**src/rtl/bgim_pkg.sv**
```systemverilog
package bgim_pkg;

    // Grid limits and derived storage sizes
    localparam int MAX_X      = 16;
    localparam int MAX_Y      = 16;
    localparam int MAX_Z      = 16;
    localparam int CELL_COUNT = MAX_X * MAX_Y * MAX_Z;
    localparam int ADDR_W     = (CELL_COUNT > 1) ? $clog2(CELL_COUNT) : 1;
    localparam int YZ_W       = (MAX_Y * MAX_Z > 1) ? $clog2(MAX_Y * MAX_Z) : 1;

    // Field widths
    localparam int SIZE_W     = 5;
    localparam int COORD_W    = 5;
    localparam int START_W    = 4;
    localparam int NUM_W      = 16;
    localparam int CELL_W     = NUM_W + 1;
    localparam int SLOT_W     = 5;
    localparam int NEIGHBOURS = 26;

    localparam logic [NUM_W-1:0]  ALL_ONES   = '1;
    localparam logic [SIZE_W-1:0] SIZE_RESET = SIZE_W'(16);

    // Configuration port
    localparam int CFG_IDX_W  = 2;
    localparam int CFG_DATA_W = 5;
    localparam logic [CFG_IDX_W-1:0] CFG_SIZE_X = 2'd0;
    localparam logic [CFG_IDX_W-1:0] CFG_SIZE_Y = 2'd1;
    localparam logic [CFG_IDX_W-1:0] CFG_SIZE_Z = 2'd2;

    // Neighbour offset codes (offset plus one)
    localparam logic [1:0] D_MINUS = 2'd0;
    localparam logic [1:0] D_ZERO  = 2'd1;
    localparam logic [1:0] D_PLUS  = 2'd2;

    typedef enum logic [1:0] {
        REQ_ALLOC  = 2'd0,
        REQ_ASSIGN = 2'd1,
        REQ_LOOKUP = 2'd2,
        REQ_NEIGH  = 2'd3
    } req_t;

    typedef enum logic [3:0] {
        ST_CLEAR,
        ST_IDLE,
        ST_MOD,
        ST_YZ,
        ST_BOX,
        ST_RESULT,
        ST_RD,
        ST_WAIT,
        ST_NB_PREP
    } seq_state_t;

    typedef struct packed {
        req_t                req_type;
        logic [START_W-1:0]  start_x;
        logic [START_W-1:0]  start_y;
        logic [START_W-1:0]  start_z;
        logic [COORD_W-1:0]  end_x;
        logic [COORD_W-1:0]  end_y;
        logic [COORD_W-1:0]  end_z;
        logic                keep_counting;
        logic [NUM_W-1:0]    given_number;
    } in_item_t;

    typedef struct packed {
        logic [NUM_W-1:0]    brick_number;
        logic [NUM_W-1:0]    owner_number;
        logic [SLOT_W-1:0]   slot;
        logic [NUM_W-1:0]    counter_value;
        logic                unassigned;
        logic                overflow;
        logic                last;
    } out_item_t;

    typedef struct packed {
        logic [SIZE_W-1:0] sx;
        logic [SIZE_W-1:0] sy;
        logic [SIZE_W-1:0] sz;
    } grid_size_t;

    typedef struct packed {
        logic              we;
        logic [ADDR_W-1:0] waddr;
        logic [CELL_W-1:0] wdata;
        logic              re;
        logic [ADDR_W-1:0] raddr;
    } ram_cmd_t;

    // Zero reads as one, values above the limit saturate
    function automatic logic [SIZE_W-1:0] eff_size(input logic [SIZE_W-1:0] raw,
                                                   input int limit);
        logic [SIZE_W-1:0] result;
        if (raw == '0)
            result = SIZE_W'(1);
        else if (int'(raw) > limit)
            result = SIZE_W'(limit);
        else
            result = raw;
        return result;
    endfunction

    // Clip a box end to the grid extent
    function automatic logic [COORD_W-1:0] clip_end(input logic [COORD_W-1:0] e,
                                                    input logic [SIZE_W-1:0] s);
        logic [COORD_W-1:0] result;
        if (e > COORD_W'(s))
            result = COORD_W'(s);
        else
            result = e;
        return result;
    endfunction

    // Periodic neighbour coordinate, c is below s
    function automatic logic [COORD_W-1:0] wrap_coord(input logic [COORD_W-1:0] c,
                                                      input logic [1:0] d,
                                                      input logic [SIZE_W-1:0] s);
        logic [COORD_W-1:0] result;
        if (d == D_MINUS)
            result = (c == '0) ? COORD_W'(s - 1'b1) : c - 1'b1;
        else if (d == D_PLUS)
            result = (c + 1'b1 == COORD_W'(s)) ? '0 : c + 1'b1;
        else
            result = c;
        return result;
    endfunction

endpackage

```
**src/rtl/bgim_seq.sv**
```systemverilog
module bgim_seq (
    input  logic                          clk,
    input  logic                          rst_n,
    input  bgim_pkg::grid_size_t          grid,
    input  logic                          in_valid,
    output logic                          in_ready,
    input  bgim_pkg::in_item_t            in_data,
    output logic                          res_valid,
    input  logic                          res_ready,
    output bgim_pkg::out_item_t           res_data,
    output bgim_pkg::ram_cmd_t            ram_cmd,
    input  logic [bgim_pkg::CELL_W-1:0]   ram_rdata
);

    localparam int CW    = bgim_pkg::COORD_W;
    localparam int AW    = bgim_pkg::ADDR_W;
    localparam int NW    = bgim_pkg::NUM_W;
    localparam int YW    = bgim_pkg::YZ_W;
    localparam int ZP_W  = 2 * CW;
    localparam int RP_W  = YW + bgim_pkg::SIZE_W;
    localparam logic [AW-1:0] LAST_ADDR = AW'(bgim_pkg::CELL_COUNT - 1);
    localparam logic [bgim_pkg::SLOT_W-1:0] LAST_SLOT =
        bgim_pkg::SLOT_W'(bgim_pkg::NEIGHBOURS - 1);

    bgim_pkg::seq_state_t state_reg, state_next;
    bgim_pkg::req_t       req_reg, req_next;

    logic                 keep_reg, keep_next;
    logic [NW-1:0]        given_reg, given_next;
    logic [CW-1:0]        x0_reg, x0_next, y0_reg, y0_next;
    logic [CW-1:0]        x1_reg, x1_next, y1_reg, y1_next, z1_reg, z1_next;
    logic [CW-1:0]        x_reg, x_next, y_reg, y_next, z_reg, z_next;
    logic [CW-1:0]        cx_reg, cx_next, cy_reg, cy_next, cz_reg, cz_next;
    logic [YW-1:0]        yz_reg, yz_next;
    logic [1:0]           dx_reg, dx_next, dy_reg, dy_next, dz_reg, dz_next;
    logic [bgim_pkg::SLOT_W-1:0] slot_reg, slot_next;
    logic                 nb_phase_reg, nb_phase_next;
    logic                 cset_reg, cset_next;
    logic [NW-1:0]        cnum_reg, cnum_next;
    logic [NW-1:0]        next_num_reg, next_num_next;
    logic                 ovf_reg, ovf_next;
    logic                 pend_reg, pend_next;
    logic [AW-1:0]        pend_addr_reg, pend_addr_next;
    logic [AW-1:0]        clr_addr_reg, clr_addr_next;

    logic                 accept;
    logic [ZP_W-1:0]      zprod;
    logic [YW-1:0]        yz_calc;
    logic [RP_W-1:0]      row_prod;
    logic [AW-1:0]        rd_addr;
    logic                 cell_set;
    logic [NW-1:0]        cell_num;
    logic [NW-1:0]        cell_val;
    logic                 upd_write;
    logic                 upd_adv;
    logic [CW-1:0]        ax1, ay1, az1;
    logic                 box_empty;
    logic [1:0]           dx_adv, dy_adv, dz_adv;

    assign accept = in_valid && in_ready;

    // Plane row index and cell address of the current coordinates
    assign zprod    = ZP_W'(z_reg) * ZP_W'(grid.sy);
    assign yz_calc  = YW'(ZP_W'(y_reg) + zprod);
    assign row_prod = RP_W'(yz_reg) * RP_W'(grid.sx);
    assign rd_addr  = AW'(x_reg) + AW'(row_prod);

    // Cell returned by the memory
    assign cell_set = ram_rdata[bgim_pkg::CELL_W-1];
    assign cell_num = ram_rdata[NW-1:0];
    assign cell_val = cell_set ? cell_num : bgim_pkg::ALL_ONES;

    // Box walk update of the cell read last cycle
    assign upd_write = pend_reg && !cell_set;
    assign upd_adv   = pend_reg && (req_reg == bgim_pkg::REQ_ALLOC) &&
                       (!cell_set || keep_reg);

    // Clipped box of the incoming transaction
    assign ax1 = bgim_pkg::clip_end(in_data.end_x, grid.sx);
    assign ay1 = bgim_pkg::clip_end(in_data.end_y, grid.sy);
    assign az1 = bgim_pkg::clip_end(in_data.end_z, grid.sz);
    assign box_empty = (CW'(in_data.start_x) >= ax1) || (CW'(in_data.start_y) >= ay1) ||
                       (CW'(in_data.start_z) >= az1);

    // Step the neighbour offset in dz, dy, dx order, skip the centre
    always_comb
    begin
        dx_adv = dx_reg;
        dy_adv = dy_reg;
        dz_adv = dz_reg;
        if (dx_reg == bgim_pkg::D_PLUS)
        begin
            dx_adv = bgim_pkg::D_MINUS;
            if (dy_reg == bgim_pkg::D_PLUS)
            begin
                dy_adv = bgim_pkg::D_MINUS;
                dz_adv = dz_reg + 2'd1;
            end
            else
            begin
                dy_adv = dy_reg + 2'd1;
            end
        end
        else
        begin
            dx_adv = dx_reg + 2'd1;
        end
        if (dx_adv == bgim_pkg::D_ZERO && dy_adv == bgim_pkg::D_ZERO &&
            dz_adv == bgim_pkg::D_ZERO)
        begin
            dx_adv = bgim_pkg::D_PLUS;
        end
    end

    // Next state, memory commands and results
    always_comb
    begin
        state_next     = state_reg;
        req_next       = req_reg;
        keep_next      = keep_reg;
        given_next     = given_reg;
        x0_next        = x0_reg;
        y0_next        = y0_reg;
        x1_next        = x1_reg;
        y1_next        = y1_reg;
        z1_next        = z1_reg;
        x_next         = x_reg;
        y_next         = y_reg;
        z_next         = z_reg;
        cx_next        = cx_reg;
        cy_next        = cy_reg;
        cz_next        = cz_reg;
        yz_next        = yz_reg;
        dx_next        = dx_reg;
        dy_next        = dy_reg;
        dz_next        = dz_reg;
        slot_next      = slot_reg;
        nb_phase_next  = nb_phase_reg;
        cset_next      = cset_reg;
        cnum_next      = cnum_reg;
        next_num_next  = next_num_reg;
        ovf_next       = ovf_reg;
        pend_next      = 1'b0;
        pend_addr_next = pend_addr_reg;
        clr_addr_next  = clr_addr_reg;

        in_ready       = 1'b0;
        res_valid      = 1'b0;
        res_data       = '0;
        ram_cmd        = '0;

        // Finish the read-modify-write of the previous box cell
        if (upd_write)
        begin
            ram_cmd.we    = 1'b1;
            ram_cmd.waddr = pend_addr_reg;
            ram_cmd.wdata = {1'b1, (req_reg == bgim_pkg::REQ_ALLOC) ? next_num_reg
                                                                    : given_reg};
        end
        if (upd_adv)
        begin
            if (next_num_reg == bgim_pkg::ALL_ONES)
                ovf_next = 1'b1;
            else
                next_num_next = next_num_reg + 1'b1;
        end

        unique case (state_reg)
            bgim_pkg::ST_CLEAR:
            begin
                ram_cmd.we    = 1'b1;
                ram_cmd.waddr = clr_addr_reg;
                ram_cmd.wdata = '0;
                clr_addr_next = clr_addr_reg + 1'b1;
                if (clr_addr_reg == LAST_ADDR)
                    state_next = bgim_pkg::ST_IDLE;
            end

            bgim_pkg::ST_IDLE:
            begin
                in_ready = 1'b1;
                if (accept)
                begin
                    req_next      = in_data.req_type;
                    keep_next     = in_data.keep_counting;
                    given_next    = in_data.given_number;
                    x0_next       = CW'(in_data.start_x);
                    y0_next       = CW'(in_data.start_y);
                    x_next        = CW'(in_data.start_x);
                    y_next        = CW'(in_data.start_y);
                    z_next        = CW'(in_data.start_z);
                    x1_next       = ax1;
                    y1_next       = ay1;
                    z1_next       = az1;
                    ovf_next      = 1'b0;
                    nb_phase_next = 1'b0;
                    if (in_data.req_type == bgim_pkg::REQ_ALLOC ||
                        in_data.req_type == bgim_pkg::REQ_ASSIGN)
                        state_next = box_empty ? bgim_pkg::ST_RESULT : bgim_pkg::ST_YZ;
                    else
                        state_next = bgim_pkg::ST_MOD;
                end
            end

            bgim_pkg::ST_MOD:
            begin
                // Reduce the cell coordinate one subtraction per cycle
                if (x_reg >= CW'(grid.sx) || y_reg >= CW'(grid.sy) || z_reg >= CW'(grid.sz))
                begin
                    if (x_reg >= CW'(grid.sx))
                        x_next = x_reg - CW'(grid.sx);
                    if (y_reg >= CW'(grid.sy))
                        y_next = y_reg - CW'(grid.sy);
                    if (z_reg >= CW'(grid.sz))
                        z_next = z_reg - CW'(grid.sz);
                end
                else
                begin
                    cx_next    = x_reg;
                    cy_next    = y_reg;
                    cz_next    = z_reg;
                    state_next = bgim_pkg::ST_YZ;
                end
            end

            bgim_pkg::ST_YZ:
            begin
                yz_next = yz_calc;
                if (req_reg == bgim_pkg::REQ_ALLOC || req_reg == bgim_pkg::REQ_ASSIGN)
                    state_next = bgim_pkg::ST_BOX;
                else
                    state_next = bgim_pkg::ST_RD;
            end

            bgim_pkg::ST_BOX:
            begin
                // Issue one cell read per cycle along the row
                ram_cmd.re     = 1'b1;
                ram_cmd.raddr  = rd_addr;
                pend_next      = 1'b1;
                pend_addr_next = rd_addr;
                if (x_reg + 1'b1 < x1_reg)
                begin
                    x_next = x_reg + 1'b1;
                end
                else
                begin
                    x_next = x0_reg;
                    if (y_reg + 1'b1 < y1_reg)
                    begin
                        y_next     = y_reg + 1'b1;
                        state_next = bgim_pkg::ST_YZ;
                    end
                    else
                    begin
                        y_next = y0_reg;
                        if (z_reg + 1'b1 < z1_reg)
                        begin
                            z_next     = z_reg + 1'b1;
                            state_next = bgim_pkg::ST_YZ;
                        end
                        else
                        begin
                            state_next = bgim_pkg::ST_RESULT;
                        end
                    end
                end
            end

            bgim_pkg::ST_RESULT:
            begin
                // Wait for the last cell update before reporting the counter
                res_valid              = !pend_reg;
                res_data.counter_value = next_num_reg;
                res_data.overflow      = ovf_reg;
                res_data.last          = 1'b1;
                if (res_valid && res_ready)
                    state_next = bgim_pkg::ST_IDLE;
            end

            bgim_pkg::ST_RD:
            begin
                ram_cmd.re    = 1'b1;
                ram_cmd.raddr = rd_addr;
                state_next    = bgim_pkg::ST_WAIT;
            end

            bgim_pkg::ST_WAIT:
            begin
                if (req_reg != bgim_pkg::REQ_NEIGH)
                begin
                    res_valid              = 1'b1;
                    res_data.brick_number  = cell_val;
                    res_data.counter_value = next_num_reg;
                    res_data.unassigned    = !cell_set;
                    res_data.last          = 1'b1;
                    if (res_ready)
                        state_next = bgim_pkg::ST_IDLE;
                end
                else if (!nb_phase_reg)
                begin
                    // Hold the centre cell, start at the first neighbour
                    cset_next     = cell_set;
                    cnum_next     = cell_val;
                    nb_phase_next = 1'b1;
                    dx_next       = bgim_pkg::D_MINUS;
                    dy_next       = bgim_pkg::D_MINUS;
                    dz_next       = bgim_pkg::D_MINUS;
                    slot_next     = '0;
                    state_next    = bgim_pkg::ST_NB_PREP;
                end
                else
                begin
                    res_valid              = 1'b1;
                    res_data.brick_number  = cell_val;
                    res_data.owner_number  = cnum_reg;
                    res_data.slot          = slot_reg;
                    res_data.counter_value = next_num_reg;
                    res_data.unassigned    = !(cell_set && cset_reg);
                    res_data.last          = (slot_reg == LAST_SLOT);
                    if (res_ready)
                    begin
                        if (slot_reg == LAST_SLOT)
                        begin
                            state_next = bgim_pkg::ST_IDLE;
                        end
                        else
                        begin
                            dx_next    = dx_adv;
                            dy_next    = dy_adv;
                            dz_next    = dz_adv;
                            slot_next  = slot_reg + 1'b1;
                            state_next = bgim_pkg::ST_NB_PREP;
                        end
                    end
                end
            end

            bgim_pkg::ST_NB_PREP:
            begin
                x_next     = bgim_pkg::wrap_coord(cx_reg, dx_reg, grid.sx);
                y_next     = bgim_pkg::wrap_coord(cy_reg, dy_reg, grid.sy);
                z_next     = bgim_pkg::wrap_coord(cz_reg, dz_reg, grid.sz);
                state_next = bgim_pkg::ST_YZ;
            end

            default:
            begin
                state_next = bgim_pkg::ST_IDLE;
            end
        endcase
    end

    // Control state
    always_ff @(posedge clk or negedge rst_n)
    begin
        if (!rst_n)
        begin
            state_reg    <= bgim_pkg::ST_CLEAR;
            clr_addr_reg <= '0;
            pend_reg     <= 1'b0;
            nb_phase_reg <= 1'b0;
            next_num_reg <= '0;
            ovf_reg      <= 1'b0;
            req_reg      <= bgim_pkg::REQ_ALLOC;
        end
        else
        begin
            state_reg    <= state_next;
            clr_addr_reg <= clr_addr_next;
            pend_reg     <= pend_next;
            nb_phase_reg <= nb_phase_next;
            next_num_reg <= next_num_next;
            ovf_reg      <= ovf_next;
            req_reg      <= req_next;
        end
    end

    // Request payload and walk coordinates
    always_ff @(posedge clk)
    begin
        keep_reg      <= keep_next;
        given_reg     <= given_next;
        x0_reg        <= x0_next;
        y0_reg        <= y0_next;
        x1_reg        <= x1_next;
        y1_reg        <= y1_next;
        z1_reg        <= z1_next;
        x_reg         <= x_next;
        y_reg         <= y_next;
        z_reg         <= z_next;
        cx_reg        <= cx_next;
        cy_reg        <= cy_next;
        cz_reg        <= cz_next;
        yz_reg        <= yz_next;
        dx_reg        <= dx_next;
        dy_reg        <= dy_next;
        dz_reg        <= dz_next;
        slot_reg      <= slot_next;
        cset_reg      <= cset_next;
        cnum_reg      <= cnum_next;
        pend_addr_reg <= pend_addr_next;
    end

endmodule

```
**config.mk**
```make
export PLATFORM = sky130hd
export DESIGN_NAME = bgim_seq
export DESIGN_NICKNAME = d
export VERILOG_FILES = /design/src/rtl/bgim_pkg.sv /design/src/rtl/bgim_seq.sv
export SDC_FILE = /design/constraint.sdc
export NUM_CORES = 1
export LEC_CHECK = 0
export BUFFER_PORTS_ARGS = -buffer_cell sky130_fd_sc_hd__buf_2
export CAP_MARGIN = 20
export CORE_AREA = 2 2 162 196
export CTS_CLUSTER_SIZE = 30
export DETAILED_ROUTE_END_ITERATION = 8
export DIE_AREA = 0 0 164 198
export SETUP_SLACK_MARGIN = 0.02
export SYNTH_ARGS = -nofsm -noshare
export SYNTH_HDL_FRONTEND = slang
export SYNTH_SLANG_ARGS = --single-unit
```
**constraint.sdc**
```tcl
create_clock -name clk -period 11.5 [get_ports clk]
set_clock_uncertainty 0.05 [all_clocks]
set_input_delay 2.875 -clock clk [delete_from_list [all_inputs] [get_ports clk]]
set_output_delay 2.875 -clock clk [all_outputs]
set_load 0.005 [all_outputs]
```
Word-level counts from Yosys, hierarchy flattened
Index checks and enable logic that the tools add are counted.
Widths: inputs -> output; s select.

storage, ports and cells
  output and inout bits = 101
  memories = 0
  memory bits (read-only) = 0
  bits in writable memories = 0
  flip-flop bits (word level) = 155
  bits in latches = 0
  bits of input ports = 82
  logic and storage cells = 239

cells by class
  shift operators = 0
  bitwise operators = 4
  add/subtract/negate cells = 23
  divide/modulo/power cells = 0
  eq/ne operators = 39
  multiply operators = 2
  reductions and logical operators = 40
  muxes and demuxes = 91
  $lt $le $gt $ge = 12

operators with widths
  kind                   count
  $mux 5                 32
  $mux 30                2
  $pmux 5 s4             3
  $mux 54                1
  $mux 16                3
  $mux 4                 10
  $mux 37                1
  $pmux 4 s9             1
  $add 5x1->5 const B    7
  $pmux 16 s2            1
  $ne 2x2->1 const B     15
  $sub 5x1->5 const B    6
  $mux 2                 13
  $mux 21                1
  $mux 17                1
  $add 16x1->16 const B  1
  $eq 16x16->1 const B   1
  $eq 4x3->1 const B     4
  $eq 5x5->1             3
  $ge 4x5->1             3
  $ge 5x5->1             3
  $gt 5x5->1             3
  $logic_not 5->1        3
  $lt 5x5->1             3
  other kinds (33)       90

Longest topological paths before layout
Gate-level depths: netlist of the first run.

  word-level depth = 9
  mapped depth = 17
  depth with buffers taken out = 16

Worst setup path before layout of the first run
OpenSTA, ideal clock, no wires.

  kind = in2out
  start = input port grid[14] (netlist bit)
  end = output port ram_cmd[11] (netlist bit)
  path buffers = 1
  arrival time = 6,129 ps
  cell stages on the path = 14
  setup slack = 2,446 ps
  required time = 8,575 ps
  path through = buf_2 and2_1 fa_1 inv_1 fa_1 fa_1 inv_1 ha_1 o21a_1 a21oi_1 o2bb2ai_1 o21ai_0 xor2_1 and2_1

RTL lines
  what             line            text
  start, declared  bgim_seq.sv:4   input bgim_pkg::grid_size_t grid,
  end, declared    bgim_seq.sv:11  output bgim_pkg::ram_cmd_t ram_cmd,

==> flow_summary.yaml, run 1 <==
sta:
  max-slew-margin-rel_pct: 27.9
  rsz0062_at_grt: "no"
  fin_crit_sh_pct: 81.7
  hold-worst-slack_ns: 0.444
  fin_crit_ns: 9.39
  finalHoldViolCount: 0
  drv_slew: 0
  fmax_mhz: 106
  tns_ns: 0
  report.final.setup_viol: 0
  worst_slew_pin_slew_ns: 1.07
pwr:
  power_density_nw_per_um2: 267
  peakVddDrop_mv: 0.153
  p_total_uw: 3710
  leakage_uw: 0.00648
min_path:
  hold_path.class: "register to register"
  holdPathStages: 2
  min_from: "ovf_reg"
setup_path:
  critical_path_class: "input port to output port"
  crit_fanout: 12
  required_ns: 8.58
  startpoint: "grid[13]"
  r2r-end: "pend_addr_reg[11]"
  crit_path_end_kind: "output port"
  timing.reg2reg.setup_slack_ns: 7.57
  critPathCapture: "ram_cmd[8]"
  crit_arrival_ns: 6.47
  start_kind: "input port"
  reg2reg_depth: 12
  r2r_start: "yz_reg[1]"
die:
  dieWidth_um: 164
  dieArea_sq_um: 32500
  coreArea_sq_um: 30800
  pin_count: 183
  start_util_pct: 39.1
  dieHeight_um: 198
  std_cell_rows: 71
clocking:
  post_cts_buffers: 0
  clockBufferDepth: 2
  clk-insertion-delay-late_ns: 0.44
  htree_levels: 4
  cts_sinks: 155
  cts_hold_buf: 0
  cts_root_buffer: "clkbuf_16"
  cts_tree: "yes"
  cts_inserted_buffers: 17
  cts.repair.resized: 0
  path_clk_slew_ns: 0.07
grt:
  overflow: 0
  grt_pass1_wl_um: 48400
  antenna_found_initial: 0
  grt_max_degree: 45
  grt_pass1_vias: 9144
  globalRouteTotalUtil_pct: 19.2
drt:
  route.final.wire_length_um: 31000
  wl_per_cell_um: 17.3
  dr.pass1.iters: 7
  avgViaCountPerCell: 5.27
  drt_iter0_drc: 532
  ant_nets: 0
  drc: 0
  routed-via-count: 9442
synthesis:
  syn_inst: 1229
  synth_area_per_cell_sq_um: 9.79
  synth_ff_type: "edfxtp_1"
  synth-seq-cells: 155
  syn_nets: 1457
  synth_enable_flop_cells: 118
  ys_types: 71
  ys_warn_count: 0
  ys_seq_area_share_pct: 37.1
  synth_area_sq_um: 12000
  async_flop_share_pct: 23.9
final_layout:
  finish.utilization_pct: 45.1
  fill_cells: 2972
  area_growth_pct: 15.4
  final_layout_size_suffix_gt1_share_pct: 17.4
  nets: 1605
  design_area_sq_um: 13900
place:
  dpl-instance-area_sq_um: 13300
  gp_congestion: 0.861
  place.port_buffers: 182
  hpwl_um: 24100
job:
  max_cap_viol_count: 0
run_status:
  status: "completed"
-- routing by layer --
metal / wire length, um / up-vias / GRT usage (%) / part of all wire, %
met1: 13000 / 4517 / 23.3 / 42
met2: 15400 / 263 / 33.1 / 50
li1: - / 4606 / - / -
met5: 0 / - / 0 / 0
met3: 1540 / 56 / 3.23 / 5.0
met4: 1080 / 0 / 8.84 / 3.5
-- cell usage after synthesis (4+ instances only) --
library cell | count | area [sq um]
a221oi_1 | 4 | 35.0
and2_1 | 72 | 450
a22o_1 | 13 | 114
nand3b_1 | 4 | 30.0
mux2i_1 | 18 | 180
ha_1 | 108 | 1350
nor2_1 | 59 | 221
nand2b_1 | 23 | 144
nand3_1 | 37 | 185
xor2_1 | 35 | 307
o211ai_1 | 6 | 45.0
o21ai_0 | 30 | 150
dfrtp_1 | 37 | 926
inv_1 | 122 | 458
a222oi_1 | 9 | 90.1
buf_2 | 11 | 55.1
nor3_1 | 6 | 30.0
nand2_1 | 104 | 390
and4_1 | 7 | 61.3
a21oi_1 | 58 | 290
xnor2_1 | 62 | 543
o22ai_1 | 6 | 37.5
a21o_1 | 14 | 105
nand4_1 | 6 | 37.5
o21ai_1 | 8 | 40.0
a211oi_1 | 7 | 52.6
or3_1 | 5 | 31.3
and3_1 | 46 | 288
a31oi_1 | 19 | 119
fa_1 | 38 | 761
mux2_2 | 7 | 78.8
o32ai_1 | 4 | 35.0
nor2b_1 | 18 | 113
o21a_1 | 5 | 37.5
edfxtp_1 | 118 | 3540
clkbuf_1 | 45 | 169
-- worst max-delay path, cell delays in order --
cell,delay (ns)
buf_2,0.24
nand2_1,0.12
fa_1,0.49
fa_1,0.51
fa_1,0.54
inv_1,0.04
ha_1,0.32
nor2b_1,0.14
o21ai_0,0.21
a21boi_0,0.15
o21ai_0,0.25
nor2b_1,0.19
xnor2_1,0.14
and2_1,0.14
buf_2,0.11
-- layout make-up --
class | count | area [sq um] | area share (%)
Multi-Input combinational cell | 892 | 6870 | 49.5
Sequential cell | 155 | 4470 | 32.2
Timing Repair Buffer | 187 | 948 | 6.83
Tap cell | 401 | 502 | 3.61
Inverter | 124 | 465 | 3.35
Clock buffer | 17 | 425 | 3.06
Clock inverter | 15 | 205 | 1.48
Antenna cell | 1 | 2.50 | 0.0180
-- cells by family (layout without fill, tap and decap cells) --
family / Yosys count / count (layout) / share of synthesized area, %
AO/OA/AOI/OAI: 214 / 214 / 12.0
XOR/XNOR: 97 / 97 / 7.06
adder cells (fa/ha/maj): 146 / 146 / 17.5
buffers and inverters: 182 / 343 / 5.82
flip-flops: 155 / 155 / 37.1
multiplexers: 25 / 25 / 2.15
other: 0 / 1 / 0
AND/OR/NAND/NOR: 410 / 410 / 18.3
-- per-stage QoR --
stage,setup slack (ns),instances
4_1_cts,2.09,1791
2_1_floorplan,2.45,1229
3_3_place_gp,2.12,1758
3_5_place_dp,2.10,1759
6_report,2.11,1792
5_1_grt,1.79,1791
-- power by group --
group,leakage [uW],switching (uW),total [uW],internal (uW)
Clock,0.000305,270,604,334
Sequential,0.00158,188,1040,852
Combinational,0.00460,1150,2070,919
Total,0.00648,1600,3710,2100
-- worst min path at each step --
stage	to	slack, ns
CTS	ovf_reg	0.45
detailed placement	ovf_reg	0.44
finish	ovf_reg	0.44
global route	ovf_reg	0.47
floorplan	cz_reg[2]	0.40
global placement	ovf_reg	0.43
-- cells in the final DEF (no fill, tap or decap), types with 8 or more instances in the layout --
cell type	instances
buf_2	182
inv_1	121
edfxtp_1	118
ha_1	108
nand2_1	104
and2_1	72
xnor2_1	62
nor2_1	59
a21oi_1	58
and3_1	46
fa_1	38
nand3_1	37
dfrtp_1	37
xor2_1	35
o21ai_0	30
nand2b_1	23
a31oi_1	19
mux2i_1	18
nor2b_1	18
clkbuf_16	17
a21o_1	14
a22o_1	13
a222oi_1	9
o21ai_1	8
Note: power is estimated with default switching activity, not from simulation.
==> inputs of run 2 (changes only) <==
==> constraint.sdc (replaced) <==
create_clock -name clk -period 9.5 [get_ports clk]
set_clock_uncertainty 0.05 [all_clocks]
set_input_delay 2.375 -clock clk [delete_from_list [all_inputs] [get_ports clk]]
set_output_delay 2.375 -clock clk [all_outputs]
set_load 0.005 [all_outputs]
==> run 2 against run 1 <==
Clock power rose by 13%. Sequential power rose by 21%. Via count fell by 0.32%. Highest routed layer is now met5.
==> flow_summary.yaml, run 2 (synthesis gave the netlist of run 1 again) <==
clocking:
  cts_tree: "yes"
  clockBufferDepth: 2
  cts_sinks: 155
  path_clk_slew_ns: 0.06
  htree_levels: 4
  cts_hold_buf: 0
  cts_root_buffer: "clkbuf_16"
  cts.repair.resized: 0
  post_cts_buffers: 0
  clk-insertion-delay-late_ns: 0.44
  cts_inserted_buffers: 17
sta:
  report.final.setup_viol: 0
  fmax_mhz: 120
  fin_crit_sh_pct: 87.9
  rsz0062_at_grt: "no"
  worst_slew_pin_slew_ns: 1.05
  max-slew-margin-rel_pct: 29.4
  finalHoldViolCount: 0
  drv_slew: 0
  tns_ns: 0
  fin_crit_ns: 8.35
place:
  gp_congestion: 0.861
  place.port_buffers: 182
  hpwl_um: 24100
drt:
  drt_iter0_drc: 643
  route.final.wire_length_um: 30900
  ant_nets: 0
  dr.pass1.iters: 6
  avgViaCountPerCell: 5.25
  routed-via-count: 9412
  drc: 0
  wl_per_cell_um: 17.3
final_layout:
  layout_commonest_cell: "buf_2"
  nets: 1605
  fill_cells: 2993
  area_growth_pct: 14.9
  final_layout_size_suffix_gt1_share_pct: 17.3
  final_cell_mix: "buf_2 (182), inv_1 (121), edfxtp_1 (118)"
grt:
  grt_pass1_vias: 9221
  antenna_found_initial: 2
  grt_pass1_wl_um: 48200
  grt_max_degree: 45
  overflow: 0
  globalRouteTotalUtil_pct: 19.1
die:
  dieArea_sq_um: 32500
  dieHeight_um: 198
  std_cell_rows: 71
  start_util_pct: 39.1
  coreArea_sq_um: 30800
  pin_count: 183
  dieWidth_um: 164
setup_path:
  cpPeakStageDelay_ns: 0.54
  worstPathCellList: "buf_2 -> nand2_1 -> fa_1 -> fa_1 -> fa_1 -> inv_1 -> ha_1 -> nor2b_1 -> o21ai_0 -> a21boi_0 -> o21ai_0 -> nor2b_1 -> xnor2_1 -> and2_1 -> buf_2"
  slowest_stage: "fa_1"
  crit_top_cell: "fa_1"
  timing.reg2reg.setup_slack_ns: 5.59
  timing.critical_path.buf_inv: 3
  crit_arrival_ns: 5.93
  crit_fanout: 12
  start_kind: "input port"
  critical_path_class: "input port to output port"
  required_ns: 7.08
  crit_path_end_kind: "output port"
  cp_top_family: "adder cells"
job:
  max_cap_viol_count: 0
pwr:
  leakage_uw: 0.00646
  power_density_nw_per_um2: 321
  p_total_uw: 4450
  peakVddDrop_mv: 0.166
run_status:
  status: "completed"
min_path:
  hold_path.class: "register to register"
## run 2: cell count changes in the layout (fill, tap and decap cells not counted), sizes merged
cell / delta
bufinv: -1
inv: +1
## run 2: path summary, 6_finish.rpt
| check | end | startpoint | cells after the start |
|---|---|---|---|
| max | ram_cmd[8] | grid[13] | 15 |
| min | ovf_reg | ovf_reg | 2 |
| max reg2reg | pend_addr_reg[11] | yz_reg[1] | 12 |
| min reg2reg | ovf_reg | ovf_reg | 2 |
| max in group asynchronous | ovf_reg | rst_n | 1 |
| min in group asynchronous | clr_addr_reg[8] | rst_n | 1 |
## run 2: report_power, final
group / switching [uW] / internal (uW)
registers: 227 / 1030
clock network: 315 / 370
logic: 1390 / 1110
## run 2: worst register-to-register path: stages (launching register included)
cell and delay [ns]:
edfxtp_1 0.47, and2_1 0.22, fa_1 0.53, inv_1 0.05, fa_1 0.50, fa_1 0.54, inv_1 0.04, ha_1 0.33
o21a_1 0.20, a21oi_1 0.23, o2bb2ai_1 0.19, o21ai_0 0.14, xor2_1 0.18
## run 2: area by class of cell
type | instances | area, sq um | share of cell area, %
clock buffers | 17 | 425 | 3.07
flip-flops and latches | 155 | 4470 | 32.3
repair buffers | 187 | 948 | 6.85
diodes | 1 | 2.50 | 0.0181
multi-input cells | 892 | 6870 | 49.7
clock inverters | 15 | 150 | 1.09
well taps | 401 | 502 | 3.63
inverters | 124 | 465 | 3.36
## run 2: through the flow
step / util [%] / cell area, sq um / setup slack, ns / hold WS, ns / instances
2_1_floorplan: - / 12000 / 1.45 / 0.402 / 1229
3_3_place_gp: 43.0 / 13300 / 1.12 / 0.434 / 1758
4_1_cts: 44.9 / 13800 / 1.09 / 0.458 / 1791
3_5_place_dp: 43.0 / 13300 / 1.10 / 0.440 / 1759
6_report: 44.9 / 13800 / 1.15 / 0.447 / 1792
5_1_grt: 44.9 / 13800 / 0.824 / 0.495 / 1791
## run 2: metal layers
layer / track usage [%] / wire (um) / up-vias
li1: - / - / 4590
met1: 22.9 / 13000 / 4525
met2: 33.8 / 15700 / 243
met3: 3.31 / 1350 / 50
met4: 7.96 / 906 / 4
met5: 0 / 31 / -
==> inputs of run 3 (changes only) <==
==> constraint.sdc (replaced) <==
create_clock -name clk -period 9.5 [get_ports clk]
set_clock_uncertainty 0.05 [all_clocks]
set_input_delay 0.475 -clock clk [delete_from_list [all_inputs] [get_ports clk]]
set_output_delay 0.475 -clock clk [all_outputs]
set_load 0.005 [all_outputs]
==> run 3 against run 2 <==
Cell count unchanged. Critical path depth down 1. Non-clock buffer count unchanged. First-iteration DRC count down 16%. Global-route usage down 0.16 points. Fmax up 73%. Setup slack better by 3.5 ns. Sequential cell count unchanged. Routed wire length down 0.75%. Sequential share of layout area down 0.087 points. Register-to-register slack better by 0.03 ns. Die area unchanged. Critical endpoint is now ram_cmd[11]. Largest power group unchanged.
==> flow_summary.yaml, run 3 (synthesis gave the netlist of run 1 again) <==
final_layout:
  final_layout_size_suffix_gt1_share_pct: 17.4
  layout.area.seq_sq_um: 4470
  multi_input_area_sq_um: 6870
  fill_cells: 2987
  finish.utilization_pct: 45.0
  area_growth_pct: 15.2
  fin_cells: 1792
  final_cell_mix: "buf_2 (182), inv_1 (121), edfxtp_1 (118)"
  layout_commonest_cell: "buf_2"
  design_area_sq_um: 13900
  nets: 1605
clocking:
  clockBufferDepth: 2
  cts_hold_buf: 0
  path_clk_slew_ns: 0.07
  htree_levels: 4
  cts_tree: "yes"
  cts.repair.resized: 0
  cts_sinks: 155
  post_cts_buffers: 0
  cts_inserted_buffers: 17
  cts_root_buffer: "clkbuf_16"
  clk-insertion-delay-late_ns: 0.44
setup_path:
  crit_fanout: 5
  crit_cells: 14
  slowest_stage: "fa_1"
  required_ns: 8.98
  crit_top_cell: "fa_1"
  crit_path_end_kind: "output port"
  reg2reg_depth: 12
  cp_top_family: "adder cells"
  timing.reg2reg.setup_slack_ns: 5.62
  r2r-end: "pend_addr_reg[11]"
  cpPeakStageDelay_ns: 0.54
  worstPathCellList: "and2_1 -> fa_1 -> inv_1 -> fa_1 -> fa_1 -> inv_1 -> ha_1 -> o21a_1 -> a21oi_1 -> o2bb2ai_1 -> o21ai_0 -> xor2_1 -> and2_1 -> buf_2"
  r2r_start: "yz_reg[1]"
  crit_arrival_ns: 4.30
  timing.critical_path.buf_inv: 3
  startpoint: "yz_reg[1]"
  critPathCapture: "ram_cmd[11]"
  start_kind: "register"
  critical_path_class: "register to output port"
grt:
  globalRouteTotalUtil_pct: 19.0
  grt_max_degree: 45
  antenna_found_initial: 0
  grt_pass1_wl_um: 48000
  overflow: 0
  grt_pass1_vias: 9160
drt:
  drt_iter0_drc: 538
  routed-via-count: 9394
  wl_per_cell_um: 17.1
  route.final.wire_length_um: 30700
  ant_nets: 0
  dr.pass1.iters: 5
  avgViaCountPerCell: 5.24
  drc: 0
die:
  start_util_pct: 39.1
  std_cell_rows: 71
  pin_count: 183
  dieArea_sq_um: 32500
  coreArea_sq_um: 30800
  dieHeight_um: 198
  dieWidth_um: 164
place:
  hpwl_um: 23900
  dp.cells: 1759
  dpl-instance-area_sq_um: 13300
  place.port_buffers: 182
  gp_congestion: 0.837
sta:
  worst_slew_pin_slew_ns: 1.03
  finalHoldViolCount: 0
  drv_slew: 0
  fin_crit_sh_pct: 50.7
  fin_crit_ns: 4.82
  max-slew-margin-rel_pct: 31.0
  tns_ns: 0
  rsz0062_at_grt: "no"
  report.final.setup_viol: 0
  fmax_mhz: 207
pwr:
  p_total_uw: 4470
  leakage_uw: 0.00648
  peakVddDrop_mv: 0.155
  power_density_nw_per_um2: 322
run_status:
  status: "completed"
min_path:
  hold_path.class: "input port to asynchronous set/reset pin"
job:
  max_cap_viol_count: 0
-- run 3: area by class of cell --
type / instances / share of cell area, %
antenna: 1 / 0.0180
clock buffer: 17 / 3.07
clock inverter: 15 / 1.35
inverter: 124 / 3.35
multi-input combinational: 892 / 49.5
sequential: 155 / 32.2
tap: 401 / 3.62
timing repair buffer: 187 / 6.84
-- run 3: power by group --
part	switching [uW]	internal, uW	total, uW
logic	1390	1110	2500
registers	224	1030	1260
clock network	333	383	716
total	1950	2520	4470
-- run 3: layer usage --
layer,up-vias,wire length [um],GRT usage (%)
li1,4600,-,-
met1,4505,12900,23.3
met2,241,15300,32.8
met3,48,1530,3.37
met4,0,987,7.63
met5,-,0,0
-- run 3: worst min path at each step --
stage / endpoint / startpoint / slack, ns
after global placement: clr_addr_reg[10] / clr_addr_reg[10] / 0.44
after detailed placement: clr_addr_reg[10] / clr_addr_reg[10] / 0.43
final: clr_addr_reg[11] / rst_n / 0.1
after global routing: given_reg[13] / in_data[13] / 0.14
after floorplan: clr_addr_reg[0] / rst_n / 0.13
after CTS: clr_addr_reg[11] / rst_n / 0.12
-- run 3: stage by stage --
stage                     hold slack [ns]  setup slack (ns)
final                              0.0984              4.68
after global routing                0.143              4.42
after CTS                           0.117              4.63
after detailed placement            0.431              4.93
after global placement              0.437              4.95
after floorplan                     0.129              5.25
